===== config.mk =====
export PLATFORM = sky130hd
export DESIGN_NAME = tlmt_ctrl
export DESIGN_NICKNAME = d
export VERILOG_FILES = /design/src/hw/rtl/tlmt_pkg.sv /design/src/hw/rtl/tlmt_ctrl.sv
export SDC_FILE = /design/constraint.sdc
export NUM_CORES = 1
export LEC_CHECK = 0
export ABC_AREA = 1
export CORE_UTILIZATION = 30
export CTS_CLUSTER_DIAMETER = 30
export DETAILED_ROUTE_END_ITERATION = 10
export DONT_BUFFER_PORTS = 1
export SKIP_LAST_GASP = 1
export SLEW_MARGIN = 25
export SYNTH_ARGS = -nofsm -noshare
export SYNTH_HDL_FRONTEND = slang
export SYNTH_SLANG_ARGS = --single-unit
export TNS_END_PERCENT = 30

===== constraint.sdc =====
create_clock -name i_clk -period 1.24 [get_ports i_clk]
set_input_delay 0.062 -clock i_clk [delete_from_list [all_inputs] [get_ports i_clk]]
set_output_delay 0.062 -clock i_clk [all_outputs]
set_load 0.01 [all_outputs]

===== src/hw/rtl/tlmt_pkg.sv =====
`default_nettype none
// ----------------------------------------------------------------------------
// tlmt_pkg: shared types and constants for the thread latency mean table
// Request/result layouts, table row, controller state, command/status groups.
// ----------------------------------------------------------------------------
package tlmt_pkg;

    localparam int TABLE_ENTRIES_DEF = 16;

    localparam int OP_W     = 2;
    localparam int THREAD_W = 22;
    localparam int LAT_W    = 16;
    localparam int CPU_W    = 10;
    localparam int MEAN_W   = 24;
    localparam int CNT_W    = 32;
    localparam int STATUS_W = 3;

    localparam int PROD_W    = MEAN_W + CNT_W;
    localparam int NUM_W     = PROD_W + 1;
    localparam int DEN_W     = CNT_W + 1;
    localparam int DIV_STEPS = MEAN_W;
    localparam int DCNT_W    = $clog2(DIV_STEPS + 1);
    localparam int FRAC_W    = 8;

    localparam logic [CNT_W-1:0] CNT_MAX = '1;

    localparam logic [OP_W-1:0] OP_ACCESS      = 2'd0;
    localparam logic [OP_W-1:0] OP_RESET_STATS = 2'd1;

    typedef enum logic [STATUS_W-1:0] {
        ST_UPDATED  = 3'd0,
        ST_INSERTED = 3'd1,
        ST_FULL     = 3'd2,
        ST_RESET    = 3'd3,
        ST_CLEARED  = 3'd4
    } t_status;

    typedef struct packed {
        logic [OP_W-1:0]     op;
        logic [THREAD_W-1:0] thread_id;
        logic [LAT_W-1:0]    latency;
        logic [CPU_W-1:0]    cpu_id;
    } t_req;

    typedef struct packed {
        logic [STATUS_W-1:0] status;
        logic [MEAN_W-1:0]   mean_total;
        logic [CNT_W-1:0]    count_total;
        logic [MEAN_W-1:0]   mean_since_reset;
        logic [CNT_W-1:0]    count_since_reset;
        logic [CPU_W-1:0]    last_cpu;
    } t_res;

    typedef struct packed {
        logic [THREAD_W-1:0] thread;
        logic [CPU_W-1:0]    cpu;
        logic [MEAN_W-1:0]   mean_t;
        logic [CNT_W-1:0]    cnt_t;
        logic [MEAN_W-1:0]   mean_r;
        logic [CNT_W-1:0]    cnt_r;
    } t_row;

    typedef enum logic [3:0] {
        S_IDLE,
        S_DISPATCH,
        S_SCAN,
        S_MUL,
        S_DINIT,
        S_DIV,
        S_STORE,
        S_WRITE,
        S_INSERT,
        S_FINISH
    } t_state;

    typedef struct packed {
        logic    load;
        logic    rst_recent;
        logic    clr_table;
        logic    scan_start;
        logic    scan;
        logic    mul;
        logic    div_init;
        logic    div_step;
        logic    store;
        logic    sel_recent;
        logic    write_upd;
        logic    insert;
        logic    emit;
        logic    zero;
        t_status status;
    } t_cmd;

    typedef struct packed {
        logic [OP_W-1:0] op;
        logic            scan_done;
        logic            hit;
        logic            free;
        logic            div_done;
        logic            out_busy;
    } t_stat;

    function automatic logic [CNT_W-1:0] f_sat_inc(input logic [CNT_W-1:0] n);
        f_sat_inc = (n == CNT_MAX) ? n : n + CNT_W'(1);
    endfunction

endpackage
`default_nettype wire


===== src/hw/rtl/tlmt_ctrl.sv =====
`default_nettype none
// ----------------------------------------------------------------------------
// tlmt_ctrl: sequencer for the thread latency mean table
// Access: scan, two mean divisions and write-back or insert; then result.
// ----------------------------------------------------------------------------
module tlmt_ctrl (
    input  wire logic            i_clk,
    input  wire logic            i_rst_n,
    input  wire logic            i_req_valid,
    output logic                 o_req_stall,
    input  wire tlmt_pkg::t_stat i_stat,
    output tlmt_pkg::t_cmd       o_cmd
);

    tlmt_pkg::t_state  r_state, n_state;
    logic              r_pass, n_pass;
    tlmt_pkg::t_status r_status, n_status;
    logic              r_zero, n_zero;

    always_ff @(posedge i_clk) begin
        if (!i_rst_n) begin
            r_state  <= tlmt_pkg::S_IDLE;
            r_pass   <= 1'b0;
            r_status <= tlmt_pkg::ST_UPDATED;
            r_zero   <= 1'b0;
        end else begin
            r_state  <= n_state;
            r_pass   <= n_pass;
            r_status <= n_status;
            r_zero   <= n_zero;
        end
    end

    always_comb begin
        n_state     = r_state;
        n_pass      = r_pass;
        n_status    = r_status;
        n_zero      = r_zero;
        o_req_stall = 1'b1;
        o_cmd       = '0;
        o_cmd.status     = r_status;
        o_cmd.zero       = r_zero;
        o_cmd.sel_recent = r_pass;
        unique case (r_state)
            tlmt_pkg::S_IDLE: begin
                o_req_stall = 1'b0;
                if (i_req_valid) begin
                    o_cmd.load = 1'b1;
                    n_state    = tlmt_pkg::S_DISPATCH;
                end
            end
            tlmt_pkg::S_DISPATCH: begin
                if (i_stat.op == tlmt_pkg::OP_ACCESS) begin
                    o_cmd.scan_start = 1'b1;
                    n_state          = tlmt_pkg::S_SCAN;
                end else if (i_stat.op == tlmt_pkg::OP_RESET_STATS) begin
                    o_cmd.rst_recent = 1'b1;
                    n_status         = tlmt_pkg::ST_RESET;
                    n_zero           = 1'b1;
                    n_state          = tlmt_pkg::S_FINISH;
                end else begin
                    o_cmd.clr_table = 1'b1;
                    n_status        = tlmt_pkg::ST_CLEARED;
                    n_zero          = 1'b1;
                    n_state         = tlmt_pkg::S_FINISH;
                end
            end
            tlmt_pkg::S_SCAN: begin
                o_cmd.scan = 1'b1;
                if (i_stat.scan_done) begin
                    if (i_stat.hit) begin
                        n_pass  = 1'b0;
                        n_state = tlmt_pkg::S_MUL;
                    end else if (i_stat.free) begin
                        n_state = tlmt_pkg::S_INSERT;
                    end else begin
                        n_status = tlmt_pkg::ST_FULL;
                        n_zero   = 1'b1;
                        n_state  = tlmt_pkg::S_FINISH;
                    end
                end
            end
            tlmt_pkg::S_MUL: begin
                o_cmd.mul = 1'b1;
                n_state   = tlmt_pkg::S_DINIT;
            end
            tlmt_pkg::S_DINIT: begin
                o_cmd.div_init = 1'b1;
                n_state        = tlmt_pkg::S_DIV;
            end
            tlmt_pkg::S_DIV: begin
                if (i_stat.div_done) begin
                    n_state = tlmt_pkg::S_STORE;
                end else begin
                    o_cmd.div_step = 1'b1;
                end
            end
            tlmt_pkg::S_STORE: begin
                o_cmd.store = 1'b1;
                if (!r_pass) begin
                    n_pass  = 1'b1;
                    n_state = tlmt_pkg::S_MUL;
                end else begin
                    n_state = tlmt_pkg::S_WRITE;
                end
            end
            tlmt_pkg::S_WRITE: begin
                o_cmd.write_upd = 1'b1;
                n_status        = tlmt_pkg::ST_UPDATED;
                n_zero          = 1'b0;
                n_state         = tlmt_pkg::S_FINISH;
            end
            tlmt_pkg::S_INSERT: begin
                o_cmd.insert = 1'b1;
                n_status     = tlmt_pkg::ST_INSERTED;
                n_zero       = 1'b0;
                n_state      = tlmt_pkg::S_FINISH;
            end
            tlmt_pkg::S_FINISH: begin
                if (!i_stat.out_busy) begin
                    o_cmd.emit = 1'b1;
                    n_state    = tlmt_pkg::S_IDLE;
                end
            end
            default: begin
                n_state = tlmt_pkg::S_IDLE;
            end
        endcase
    end

endmodule
`default_nettype wire


==> impl_metrics.prom, run 1 <==
# TYPE chip_impl_metric gauge
chip_impl_metric{name="synth_xor_area_share",unit="%"} 0
chip_impl_metric{name="p_comb_share",unit="%"} 51.1
chip_impl_metric{name="netlist_instances",unit=""} 122
chip_impl_metric{name="synth_compound_area_share",unit="%"} 5.28
chip_impl_metric{name="multi_input_area",unit="um2"} 488
chip_impl_metric{name="worst-endpoint-arrival",unit="ns"} 1.40
chip_impl_metric{name="floorplan.die_area",unit="um2"} 2490
chip_impl_info{name="post_synth_main_area_contributors",value="sky130_fd_sc_hd__dfxtp_1 (26%), sky130_fd_sc_hd__nand2_1 (22%), sky130_fd_sc_hd__nor2_1 (11%)"} 1
chip_impl_metric{name="top_level_ports",unit=""} 28
chip_impl_metric{name="yosysWarnings",unit=""} 0
chip_impl_metric{name="cellLeakagePower",unit="nW"} 0.511
chip_impl_metric{name="cts_buffers",unit=""} 3
chip_impl_metric{name="post_layout_total_power",unit="W"} 0.00144
chip_impl_metric{name="timing.fmax",unit="GHz"} 0.800
chip_impl_info{name="hold_path_class",value="in2reg"} 1
chip_impl_info{name="critical_path.reg2reg.startpoint",value="r_state[3]$_SDFFE_PN0P_"} 1
chip_impl_info{name="critical_path_class",value="reg2reg"} 1
chip_impl_metric{name="post_place_instance_area",unit="um2"} 843
chip_impl_metric{name="number_of_different_library_cells_in_the_post_synthesis_netlist",unit=""} 17
chip_impl_metric{name="dp_hpwl",unit="um"} 1430
chip_impl_info{name="r2r-end",value="r_status[2]$_SDFFE_PN0P_"} 1
chip_impl_metric{name="vdd.ir_drop.worst",unit="uV"} 723
chip_impl_metric{name="via_count",unit=""} 829
chip_impl_metric{name="gr-usage-all-layers",unit="%"} 17.3
chip_impl_info{name="synth_top_family_by_area",value="simple AND/OR/NAND/NOR gates"} 1
chip_impl_metric{name="grt_first_pass_wirelength",unit="um"} 3170
chip_impl_metric{name="global_placer_s_final_weighted_congestion",unit=""} 0.939
chip_impl_metric{name="clkTransAtPathRegs",unit="ns"} 0.06
chip_impl_info{name="violated_checks",value="setup timing"} 1
chip_impl_metric{name="clock_power_share",unit="%"} 15.6
chip_impl_metric{name="fin_ws",unit="ns"} -0.0101
chip_impl_metric{name="syn-mean-instance-area",unit="um2"} 5.63
chip_impl_metric{name="finalWirelength",unit="um"} 1920
chip_impl_info{name="crit_path_end_kind",value="register"} 1
chip_impl_metric{name="seq_area",unit="um2"} 195
chip_impl_metric{name="syn2layout_area_growth",unit="%"} 45.2
chip_impl_metric{name="chipHeight",unit="um"} 49.9
chip_impl_metric{name="initial_core_util",unit="%"} 33.3
chip_impl_metric{name="seq_area_frac_synth",unit="%"} 26.2
chip_impl_metric{name="fin_crit_sh",unit="%"} 101
chip_impl_metric{name="min_delay_path_depth",unit=""} 2
chip_impl_metric{name="drt-initial-drc-count",unit=""} 29
chip_impl_metric{name="post_synth_fa_ha_maj_area_fraction",unit="%"} 0
chip_impl_metric{name="maximum_number_of_pins_on_one_net_before_global_route_repair",unit=""} 8
chip_impl_metric{name="fin_area",unit="um2"} 997
chip_impl_metric{name="design.core.area",unit="um2"} 2060
chip_impl_metric{name="placementRows",unit=""} 16
chip_impl_metric{name="worstPathRequired",unit="ns"} 1.39
chip_impl_metric{name="post_synth_instance_area",unit="um2"} 687
chip_impl_metric{name="min_period",unit="ns"} 1.25
chip_impl_metric{name="relative_contribution_of_sequential_cells_to_total_power",unit="%"} 33.3
chip_impl_info{name="cts_tree",value="built"} 1
chip_impl_metric{name="finalClockSkew",unit="ns"} 0.00137
chip_impl_info{name="most-common-layout-cells",value="sky130_fd_sc_hd__nand2_1 (36), sky130_fd_sc_hd__buf_4 (22), sky130_fd_sc_hd__inv_1 (13)"} 1
chip_impl_info{name="run_status",value="finished, violations left"} 1
chip_impl_metric{name="cellPowerDensity",unit="nW/um2"} 1440
chip_impl_info{name="layout.cells.most_common",value="sky130_fd_sc_hd__nand2_1"} 1
chip_impl_metric{name="switchingPower",unit="W"} 0.000640
chip_impl_metric{name="final_count_of_pins_violating_max_slew",unit=""} 0
chip_impl_info{name="whs_endpoint",value="r_state[3]$_SDFFE_PN0P_"} 1
chip_impl_metric{name="hold_slack",unit="ns"} 0.0511
chip_impl_metric{name="timing.critical_path.fanout_max",unit=""} 5
chip_impl_metric{name="finish.net_count",unit=""} 157
chip_impl_metric{name="dr.pass1.iters",unit=""} 4
chip_impl_metric{name="detail-route-antenna-nets",unit=""} 0
chip_impl_info{name="grt_setup_unrepaired",value="true"} 1
chip_impl_metric{name="p_int",unit="W"} 0.000801
chip_impl_metric{name="max_cap_viol_count",unit=""} 0
chip_impl_metric{name="chipWidth",unit="um"} 49.9
chip_impl_metric{name="wire_per_inst",unit="um"} 11.1
chip_impl_info{name="synthDominantAreaCellType",value="sky130_fd_sc_hd__dfxtp_1"} 1
chip_impl_metric{name="synth_top_area_share",unit="%"} 26.2
chip_impl_metric{name="finalCoreUtilization",unit="%"} 48.4
chip_impl_metric{name="drc",unit=""} 0
chip_impl_metric{name="r2r.worst_path.cells",unit=""} 7
chip_impl_metric{name="clkLatencyLatePin",unit="ns"} 0.26
chip_impl_metric{name="yosys-mux-area-fraction",unit="%"} 0
chip_impl_metric{name="numPortBuffers",unit=""} 0
chip_impl_info{name="setup.worst_path.start_class",value="register"} 1
chip_impl_metric{name="met3_wirelength",unit="um"} 114
chip_impl_metric{name="p_sw_share",unit="%"} 44.4
chip_impl_info{name="top_signal_layer_used",value="met4"} 1
chip_impl_metric{name="grt_antenna_before_repair",unit=""} 0
chip_impl_metric{name="viasPerCell",unit=""} 4.79
chip_impl_metric{name="insertedDiodeCount",unit=""} 0
chip_impl_metric{name="wl_met1",unit="um"} 824
chip_impl_metric{name="yosys.area_share.simple",unit="%"} 54.8
chip_impl_info{name="clock-root-buffer",value="sky130_fd_sc_hd__clkbuf_4"} 1
chip_impl_metric{name="cts-htree-levels",unit=""} 1
chip_impl_metric{name="clkSinkCount",unit=""} 9
chip_impl_info{name="hold_start",value="i_stat[0]"} 1
chip_impl_metric{name="reg2reg_slack",unit="ns"} -0.01
chip_impl_metric{name="postSynthRegisterBits",unit=""} 9
chip_impl_metric{name="layout-drive-gt1-share",unit="%"} 40.4
chip_impl_metric{name="met2_length",unit="um"} 960
chip_impl_metric{name="worst_slew_margin_rel",unit="%"} 84.0
chip_impl_metric{name="timing_worst_slew_pin_value",unit="ns"} 0.238
chip_impl_metric{name="globalRouteOverflowTotal",unit=""} 0
chip_impl_metric{name="clockBufferDepth",unit=""} 2
chip_impl_metric{name="grt_pass1_vias",unit=""} 764
chip_impl_metric{name="final_hold_violating_endpoints",unit=""} 0
chip_impl_metric{name="fill_cells",unit=""} 214
chip_impl_metric{name="setup_violations_final",unit=""} 4
chip_impl_metric{name="syn-num-nets",unit=""} 132
==> logic make-up after synthesis <==
family          after synthesis
compound gates                7
simple gates                 84
buf+inv                      22
flops                         9
==> through the flow <==
step           TNS, ns  instances  setup slack, ns
2_1_floorplan        0        122          0.00869
6_report       -0.0260        173          -0.0101
3_3_place_gp    -0.275        165          -0.0480
3_5_place_dp    -0.462        165          -0.0845
4_1_cts         -0.132        173          -0.0322
5_1_grt         -0.805        173          -0.0837
==> sequential cells by signal, summed over array words and instances (netlist names) <==
signal and cells:
r_state 4, r_pass 1, r_status 3, r_zero 1
==> power by group through the flow <==
stage          registers [W]  clock network [W]  logic [W]
2_1_floorplan       0.000439                  0   0.000460
3_3_place_gp        0.000460                  0   0.000612
3_5_place_dp        0.000463                  0   0.000611
4_1_cts             0.000469           0.000240   0.000679
5_1_grt             0.000487           0.000253   0.000834
6_report            0.000479           0.000225   0.000736
==> final cells by class <==
type	instances	share of cell area (%)
clock buffers	4	2.63
inverters	19	7.90
multi-input cells	91	48.9
flip-flops and latches	9	19.6
well taps	27	3.39
repair buffers	23	17.6
==> worst max-delay path: stages (launching register included) <==
cell,delay [ns]
sky130_fd_sc_hd__dfxtp_4,0.40
sky130_fd_sc_hd__inv_4,0.06
sky130_fd_sc_hd__buf_4,0.13
sky130_fd_sc_hd__nand4_1,0.11
sky130_fd_sc_hd__nand4_2,0.11
sky130_fd_sc_hd__buf_4,0.15
sky130_fd_sc_hd__a21oi_1,0.12
sky130_fd_sc_hd__nor2_1,0.06
==> worst max-delay path by stage <==
| stage | from | endpoint | slack, ns |
|---|---|---|---|
| 2_1_floorplan | r_state[0]$_SDFFE_PN0P_ | r_status[1]$_SDFFE_PN0P_ | 0.009 |
| 3_3_place_gp | r_state[1]$_SDFFE_PN0P_ | r_status[0]$_SDFFE_PN0P_ | -0.05 |
| 3_5_place_dp | r_state[0]$_SDFFE_PN0P_ | r_status[0]$_SDFFE_PN0P_ | -0.08 |
| 5_1_grt | r_state[3]$_SDFFE_PN0P_ | o_cmd[9] | -0.08 |
| 4_1_cts | r_state[1]$_SDFFE_PN0P_ | o_cmd[9] | -0.03 |
| 6_report | r_state[3]$_SDFFE_PN0P_ | r_status[2]$_SDFFE_PN0P_ | -0.01 |
==> layer usage <==
| layer | global-route usage [%] | vias to the layer above |
|---|---|---|
| li1 | - | 424 |
| met1 | 21.9 | 374 |
| met2 | 26.1 | 29 |
| met3 | 3.09 | 2 |
| met4 | 12.4 | 0 |
| met5 | 0 | - |
==> Yosys cell counts (all sizes together) <==
library cell / instances
nand2: 43
nor2: 27
nand3: 6
nand3b: 3
a21oi: 5
a31oi: 1
nand4: 4
dfxtp: 9
nor3: 1
inv: 19
buf: 3
o21ai: 1
==> what timing repair did <==
item	CTS	global route
gates resized for setup	18	16
buffers inserted	3	0
pin swaps	4	7
setup endpoints to repair	19	18
hold buffers	1	0
hold endpoints to repair	5	0
No activity file was read; power rests on OpenSTA's default activity.
==> run 2: changes to the inputs <==
BUFFER_PORTS_ARGS = -buffer_cell sky130_fd_sc_hd__buf_2   (was unset)
DONT_BUFFER_PORTS = unset   (was 1)
==> impl_metrics.prom, run 2 (synthesis gave the netlist of run 1 again) <==
# TYPE chip_impl_metric gauge
chip_impl_metric{name="clkLatencyLatePin",unit="ns"} 0.26
chip_impl_info{name="crit_chain",value="inv_4 -> nand2_1 -> nor2_4 -> inv_1 -> nor2_1 -> buf_2"} 1
chip_impl_info{name="worstSetupEndpoint",value="o_cmd[16]"} 1
chip_impl_metric{name="top_level_ports",unit=""} 28
chip_impl_metric{name="dp_hpwl",unit="um"} 1560
chip_impl_metric{name="vdd.ir_drop.worst",unit="uV"} 805
chip_impl_metric{name="final_hold_violating_endpoints",unit=""} 0
chip_impl_metric{name="reg2reg_slack",unit="ns"} -0.01
chip_impl_metric{name="worst-path-stages",unit=""} 6
chip_impl_info{name="crit_path_end_kind",value="output port"} 1
chip_impl_info{name="crit_startpoint",value="r_state[0]$_SDFFE_PN0P_"} 1
chip_impl_metric{name="cts_buffers",unit=""} 3
chip_impl_metric{name="grt_pass1_vias",unit=""} 782
chip_impl_metric{name="design.core.area",unit="um2"} 2060
chip_impl_metric{name="timing_worst_slew_pin_value",unit="ns"} 0.223
chip_impl_metric{name="maximum_number_of_pins_on_one_net_before_global_route_repair",unit=""} 8
chip_impl_metric{name="final_count_of_pins_violating_max_slew",unit=""} 0
chip_impl_metric{name="grt_antenna_before_repair",unit=""} 0
chip_impl_metric{name="floorplan.die_area",unit="um2"} 2490
chip_impl_metric{name="syn2layout_area_growth",unit="%"} 51.0
chip_impl_info{name="biggestRegsByFlops",value="r_state (4), r_status (3)"} 1
chip_impl_info{name="clock-root-buffer",value="sky130_fd_sc_hd__clkbuf_4"} 1
chip_impl_metric{name="clockBufferDepth",unit=""} 2
chip_impl_info{name="grt_setup_unrepaired",value="true"} 1
chip_impl_metric{name="timing.fmax",unit="GHz"} 0.786
chip_impl_info{name="cpLargestDelayFamily",value="flip-flops"} 1
chip_impl_metric{name="initial_core_util",unit="%"} 33.3
chip_impl_info{name="hold_path_class",value="in2reg"} 1
chip_impl_metric{name="detail-route-antenna-nets",unit=""} 0
chip_impl_info{name="hold_start",value="i_rst_n"} 1
chip_impl_metric{name="max_cap_viol_count",unit=""} 0
chip_impl_metric{name="setup_violations_final",unit=""} 7
chip_impl_metric{name="worst-endpoint-arrival",unit="ns"} 1.21
chip_impl_metric{name="finalCoreUtilization",unit="%"} 50.3
chip_impl_metric{name="cellLeakagePower",unit="nW"} 0.592
chip_impl_metric{name="finish.net_count",unit=""} 171
chip_impl_info{name="critical_path_class",value="reg2out"} 1
chip_impl_info{name="max_flop_register",value="r_state"} 1
chip_impl_metric{name="setup_tns",unit="ns"} -0.135
chip_impl_metric{name="clkTransAtPathRegs",unit="ns"} 0.06
chip_impl_metric{name="hold_slack",unit="ns"} 0.0640
chip_impl_metric{name="worst_slew_margin_rel",unit="%"} 85.0
chip_impl_info{name="setup.worst_path.start_class",value="register"} 1
chip_impl_metric{name="numPortBuffers",unit=""} 27
chip_impl_metric{name="fin_ws",unit="ns"} -0.0315
chip_impl_info{name="critical_path.reg2reg.startpoint",value="r_state[1]$_SDFFE_PN0P_"} 1
chip_impl_info{name="cts_tree",value="built"} 1
chip_impl_metric{name="fin_crit_sh",unit="%"} 103
chip_impl_info{name="timing.critical_path.slowest_stage_cell",value="sky130_fd_sc_hd__dfxtp_4"} 1
chip_impl_metric{name="global_placer_s_final_weighted_congestion",unit=""} 0.884
chip_impl_info{name="layout.cells.most_common",value="sky130_fd_sc_hd__nand2_1"} 1
chip_impl_metric{name="finalWirelength",unit="um"} 2030
chip_impl_metric{name="grt_first_pass_wirelength",unit="um"} 3310
chip_impl_info{name="most-common-layout-cells",value="sky130_fd_sc_hd__nand2_1 (39), sky130_fd_sc_hd__buf_2 (27), sky130_fd_sc_hd__inv_1 (15)"} 1
chip_impl_metric{name="dr.pass1.iters",unit=""} 4
chip_impl_metric{name="chipWidth",unit="um"} 49.9
chip_impl_metric{name="fill_cells",unit=""} 216
chip_impl_metric{name="via_count",unit=""} 894
chip_impl_metric{name="cts-htree-levels",unit=""} 1
chip_impl_metric{name="cellPowerDensity",unit="nW/um2"} 1470
chip_impl_metric{name="drc",unit=""} 0
chip_impl_metric{name="max_ffs_per_register",unit=""} 4
chip_impl_metric{name="seq_area",unit="um2"} 193
chip_impl_metric{name="insertedDiodeCount",unit=""} 0
chip_impl_metric{name="min_period",unit="ns"} 1.27
chip_impl_info{name="violated_checks",value="setup timing"} 1
chip_impl_metric{name="worstPathBufferInverterCount",unit=""} 3
chip_impl_metric{name="finalClockSkew",unit="ns"} 0.000659
chip_impl_metric{name="drt-initial-drc-count",unit=""} 29
chip_impl_metric{name="cts.hold.buffers_added",unit=""} 0
chip_impl_metric{name="viasPerCell",unit=""} 4.78
chip_impl_metric{name="clkSinkCount",unit=""} 9
chip_impl_metric{name="layout-drive-gt1-share",unit="%"} 42.5
chip_impl_metric{name="multi_input_area",unit="um2"} 484
chip_impl_metric{name="placementRows",unit=""} 16
chip_impl_metric{name="wire_per_inst",unit="um"} 10.9
chip_impl_info{name="run_status",value="finished, violations left"} 1
chip_impl_metric{name="r2r.worst_path.cells",unit=""} 8
chip_impl_metric{name="worstPathRequired",unit="ns"} 1.18
chip_impl_info{name="r2r-end",value="r_state[0]$_SDFFE_PN0P_"} 1
chip_impl_metric{name="globalRouteOverflowTotal",unit=""} 0
chip_impl_metric{name="worst_path_largest_cell_delay",unit="ns"} 0.38
chip_impl_metric{name="gr-usage-all-layers",unit="%"} 18.1
chip_impl_metric{name="timing.critical_path.fanout_max",unit=""} 6
chip_impl_metric{name="chipHeight",unit="um"} 49.9
==> run 2: cell count changes in the layout (fill, tap and decap cells not counted), sizes merged <==
cell,change
buf,+15
dlygate4sd3,-1
==> run 2: worst min-delay path: cells and delay by family <==
family	cells	cell delay, ns
buffers and inverters	1	0.13
AND/OR/NAND/NOR	2	0.09
==> run 2: routing by layer <==
metal / track usage, % / up-vias / part of all wire, %
met5: 0 / - / 0
met2: 30.4 / 31 / 49
met1: 21.6 / 403 / 44
met3: 2.78 / 6 / 4.4
met4: 10.5 / 0 / 2.6
li1: - / 454 / -
==> run 2: worst min-delay path by stage <==
stage,end,cells past startpoint
2_1_floorplan,o_cmd[4],1
3_3_place_gp,r_status[1]$_SDFFE_PN0P_,3
3_5_place_dp,r_status[2]$_SDFFE_PN0P_,3
4_1_cts,r_status[2]$_SDFFE_PN0P_,3
5_1_grt,r_status[1]$_SDFFE_PN0P_,3
6_report,r_status[2]$_SDFFE_PN0P_,3
==> run 2: metrics by stage <==
stage               power, W  cell area, um2  setup slack, ns  std cells
floorplan           0.000899             689          0.00869        122
global placement     0.00112             911          -0.0306        183
CTS                  0.00143             991          -0.0288        187
global route         0.00166            1040           -0.113        187
finish               0.00153            1040          -0.0315        187
detailed placement   0.00113             911          -0.0781        183
==> run 2: area by class of cell <==
class | instances | share of cell area, %
Timing Repair Buffer | 37 | 21.4
Clock buffer | 4 | 2.53
Sequential cell | 9 | 18.6
Inverter | 19 | 7.60
Tap cell | 27 | 3.26
Multi-Input combinational cell | 91 | 46.7
==> run 2: timing repair <==
item | in CTS | in global routing
pin swaps | 5 | 3
buffers inserted | 2 | 0
gates resized for setup | 18 | 12
setup endpoints to repair | 14 | 19
cloned | 0 | 0
==> run 2: power breakdown <==
part | switching, W | leakage, nW | internal [W]
sequential | 0.0000694 | 0.0763 | 0.000369
combinational | 0.000494 | 0.501 | 0.000363
clock | 0.000107 | 0.0150 | 0.000124
==> run 3: changes to the inputs <==
HOLD_SLACK_MARGIN = 0.08   (was unset)
==> impl_metrics.prom, run 3 (synthesis gave the netlist of run 1 again) <==
# TYPE chip_impl_metric gauge
chip_impl_info{name="timing.critical_path.slowest_stage_cell",value="sky130_fd_sc_hd__dfxtp_4"} 1
chip_impl_metric{name="setup_violations_final",unit=""} 7
chip_impl_metric{name="clkLatencyLatePin",unit="ns"} 0.26
chip_impl_metric{name="viasPerCell",unit=""} 4.75
chip_impl_metric{name="finalWirelength",unit="um"} 2050
chip_impl_info{name="most-common-layout-cells",value="sky130_fd_sc_hd__nand2_1 (39), sky130_fd_sc_hd__buf_2 (27), sky130_fd_sc_hd__inv_1 (15)"} 1
chip_impl_metric{name="initial_core_util",unit="%"} 33.3
chip_impl_info{name="grt_setup_unrepaired",value="true"} 1
chip_impl_metric{name="seq_area",unit="um2"} 193
chip_impl_metric{name="dp_hpwl",unit="um"} 1560
chip_impl_metric{name="cts-htree-levels",unit=""} 1
chip_impl_info{name="r2r-end",value="r_state[0]$_SDFFE_PN0P_"} 1
chip_impl_info{name="hold_path_class",value="in2reg"} 1
chip_impl_info{name="clock-root-buffer",value="sky130_fd_sc_hd__clkbuf_4"} 1
chip_impl_metric{name="cts_buffers",unit=""} 3
chip_impl_metric{name="globalRouteOverflowTotal",unit=""} 0
chip_impl_metric{name="timing.fmax",unit="GHz"} 0.786
chip_impl_info{name="critical_path_class",value="reg2out"} 1
chip_impl_metric{name="fin_crit_sh",unit="%"} 103
chip_impl_metric{name="max_cap_viol_count",unit=""} 0
chip_impl_metric{name="clockBufferDepth",unit=""} 2
chip_impl_metric{name="floorplan.die_area",unit="um2"} 2490
chip_impl_metric{name="top_level_ports",unit=""} 28
chip_impl_metric{name="max_ffs_per_register",unit=""} 4
chip_impl_info{name="worstSetupEndpoint",value="o_cmd[16]"} 1
chip_impl_metric{name="multi_input_area",unit="um2"} 484
chip_impl_info{name="biggestRegsByFlops",value="r_state (4), r_status (3)"} 1
chip_impl_metric{name="global_placer_s_final_weighted_congestion",unit=""} 0.884
chip_impl_metric{name="detail-route-antenna-nets",unit=""} 0
chip_impl_metric{name="reg2reg_slack",unit="ns"} -0.01
chip_impl_metric{name="setup_tns",unit="ns"} -0.131
chip_impl_info{name="cts_tree",value="built"} 1
chip_impl_metric{name="cellLeakagePower",unit="nW"} 0.596
chip_impl_metric{name="timing.critical_path.fanout_max",unit=""} 6
chip_impl_metric{name="min_period",unit="ns"} 1.27
chip_impl_info{name="crit_path_end_kind",value="output port"} 1
chip_impl_metric{name="placementRows",unit=""} 16
chip_impl_metric{name="gr-usage-all-layers",unit="%"} 18.2
chip_impl_metric{name="r2r.worst_path.cells",unit=""} 8
chip_impl_info{name="violated_checks",value="setup timing"} 1
chip_impl_metric{name="vdd.ir_drop.worst",unit="uV"} 805
chip_impl_metric{name="fin_ws",unit="ns"} -0.0315
chip_impl_metric{name="clkTransAtPathRegs",unit="ns"} 0.06
chip_impl_metric{name="insertedDiodeCount",unit=""} 0
chip_impl_metric{name="fill_cells",unit=""} 213
chip_impl_metric{name="finish.net_count",unit=""} 172
chip_impl_metric{name="placed_cell_count",unit=""} 183
chip_impl_metric{name="grt_antenna_before_repair",unit=""} 0
chip_impl_metric{name="chipWidth",unit="um"} 49.9
chip_impl_metric{name="chipHeight",unit="um"} 49.9
chip_impl_metric{name="numPortBuffers",unit=""} 27
chip_impl_metric{name="cellPowerDensity",unit="nW/um2"} 1460
chip_impl_metric{name="drc",unit=""} 0
chip_impl_metric{name="clkSinkCount",unit=""} 9
chip_impl_metric{name="worstPathBufferInverterCount",unit=""} 3
chip_impl_metric{name="final_count_of_pins_violating_max_slew",unit=""} 0
chip_impl_metric{name="instances_no_fill",unit=""} 188
chip_impl_metric{name="timing_worst_slew_pin_value",unit="ns"} 0.223
chip_impl_metric{name="grt_pass1_vias",unit=""} 788
chip_impl_metric{name="worst-endpoint-arrival",unit="ns"} 1.21
chip_impl_metric{name="drt-initial-drc-count",unit=""} 29
chip_impl_metric{name="maximum_number_of_pins_on_one_net_before_global_route_repair",unit=""} 8
chip_impl_metric{name="syn2layout_area_growth",unit="%"} 52.5
chip_impl_info{name="crit_chain",value="inv_4 -> nand2_1 -> nor2_4 -> inv_1 -> nor2_1 -> buf_2"} 1
chip_impl_info{name="cpLargestDelayFamily",value="flip-flops"} 1
chip_impl_metric{name="final_hold_violating_endpoints",unit=""} 0
chip_impl_info{name="crit_startpoint",value="r_state[0]$_SDFFE_PN0P_"} 1
chip_impl_metric{name="grt_first_pass_wirelength",unit="um"} 3320
chip_impl_info{name="max_flop_register",value="r_state"} 1
chip_impl_metric{name="finalClockSkew",unit="ns"} 0.000597
chip_impl_info{name="critical_path.reg2reg.startpoint",value="r_state[1]$_SDFFE_PN0P_"} 1
chip_impl_metric{name="layout-drive-gt1-share",unit="%"} 42.2
chip_impl_info{name="setup.worst_path.start_class",value="register"} 1
chip_impl_metric{name="via_count",unit=""} 893
chip_impl_metric{name="dr.pass1.iters",unit=""} 4
chip_impl_metric{name="worst-path-stages",unit=""} 6
chip_impl_metric{name="finalCoreUtilization",unit="%"} 50.8
chip_impl_info{name="layout.cells.most_common",value="sky130_fd_sc_hd__nand2_1"} 1
chip_impl_metric{name="worst_slew_margin_rel",unit="%"} 85.0
chip_impl_metric{name="wire_per_inst",unit="um"} 10.9
chip_impl_info{name="run_status",value="finished, violations left"} 1
chip_impl_metric{name="design.core.area",unit="um2"} 2060
chip_impl_metric{name="worst_path_largest_cell_delay",unit="ns"} 0.38
chip_impl_metric{name="worstPathRequired",unit="ns"} 1.18
## run 3: cell count changes in the layout (fill, tap and decap cells not counted), sizes merged
cell / change
dlygate4sd3: +1
## run 3: area by class of cell
type                    instances  area share [%]
clock buffers                   4            2.51
inverters                      19            7.53
multi-input cells              91            46.2
flip-flops and latches          9            18.4
well taps                      27            3.23
repair buffers                 38            22.1
## run 3: tightest hold or removal path: stages
cell and delay, ns:
sky130_fd_sc_hd__buf_2 0.07, sky130_fd_sc_hd__inv_1 0.03, sky130_fd_sc_hd__nand2_1 0.09, sky130_fd_sc_hd__nand2_1 0.06
sky130_fd_sc_hd__inv_1 0.05, sky130_fd_sc_hd__a21oi_1 0.05
## run 3: how the worst min path moves through the flow
stage | depth (start not counted) | slack [ns] | end | start
floorplan | 1 | 0.18 | o_cmd[4] | i_stat[0]
global placement | 3 | 0.34 | r_status[1]$_SDFFE_PN0P_ | i_rst_n
detailed placement | 3 | 0.34 | r_status[2]$_SDFFE_PN0P_ | i_rst_n
CTS | 3 | 0.17 | r_state[3]$_SDFFE_PN0P_ | i_stat[0]
global route | 3 | 0.21 | r_state[3]$_SDFFE_PN0P_ | i_stat[0]
finish | 6 | 0.19 | r_state[0]$_SDFFE_PN0P_ | i_stat[1]
## run 3: power breakdown
part | switching, W | internal (W)
registers | 0.0000690 | 0.000369
clock network | 0.000107 | 0.000124
logic | 0.000495 | 0.000365
total | 0.000671 | 0.000859
## run 3: per-layer routing
layer  vias up  routed length (um)  global-route usage (%)
li1        455                   -                       -
met1       401                 897                    21.6
met2        31                1000                    30.6
met3         6                  89                    2.78
met4         0                  53                    10.5
met5         -                   0                       0
## run 3: metrics by stage
step	worst slack (ns)	hold slack, ns	cell area [um2]	power [W]
after floorplan	0.00869	0.178	689	0.000899
after global placement	-0.0306	0.335	911	0.00112
after detailed placement	-0.0781	0.341	911	0.00113
after CTS	-0.0288	0.166	1000	0.00144
after global routing	-0.113	0.212	1050	0.00166
final	-0.0315	0.190	1050	0.00153
## run 3: repair_timing
action | CTS | global route
hold buffers | 1 | 0
gates resized for setup | 18 | 12
buffers inserted | 2 | 0
pin swaps | 5 | 3
endpoints found under the setup margin | 14 | 19
endpoints found under the hold margin | 3 | 0
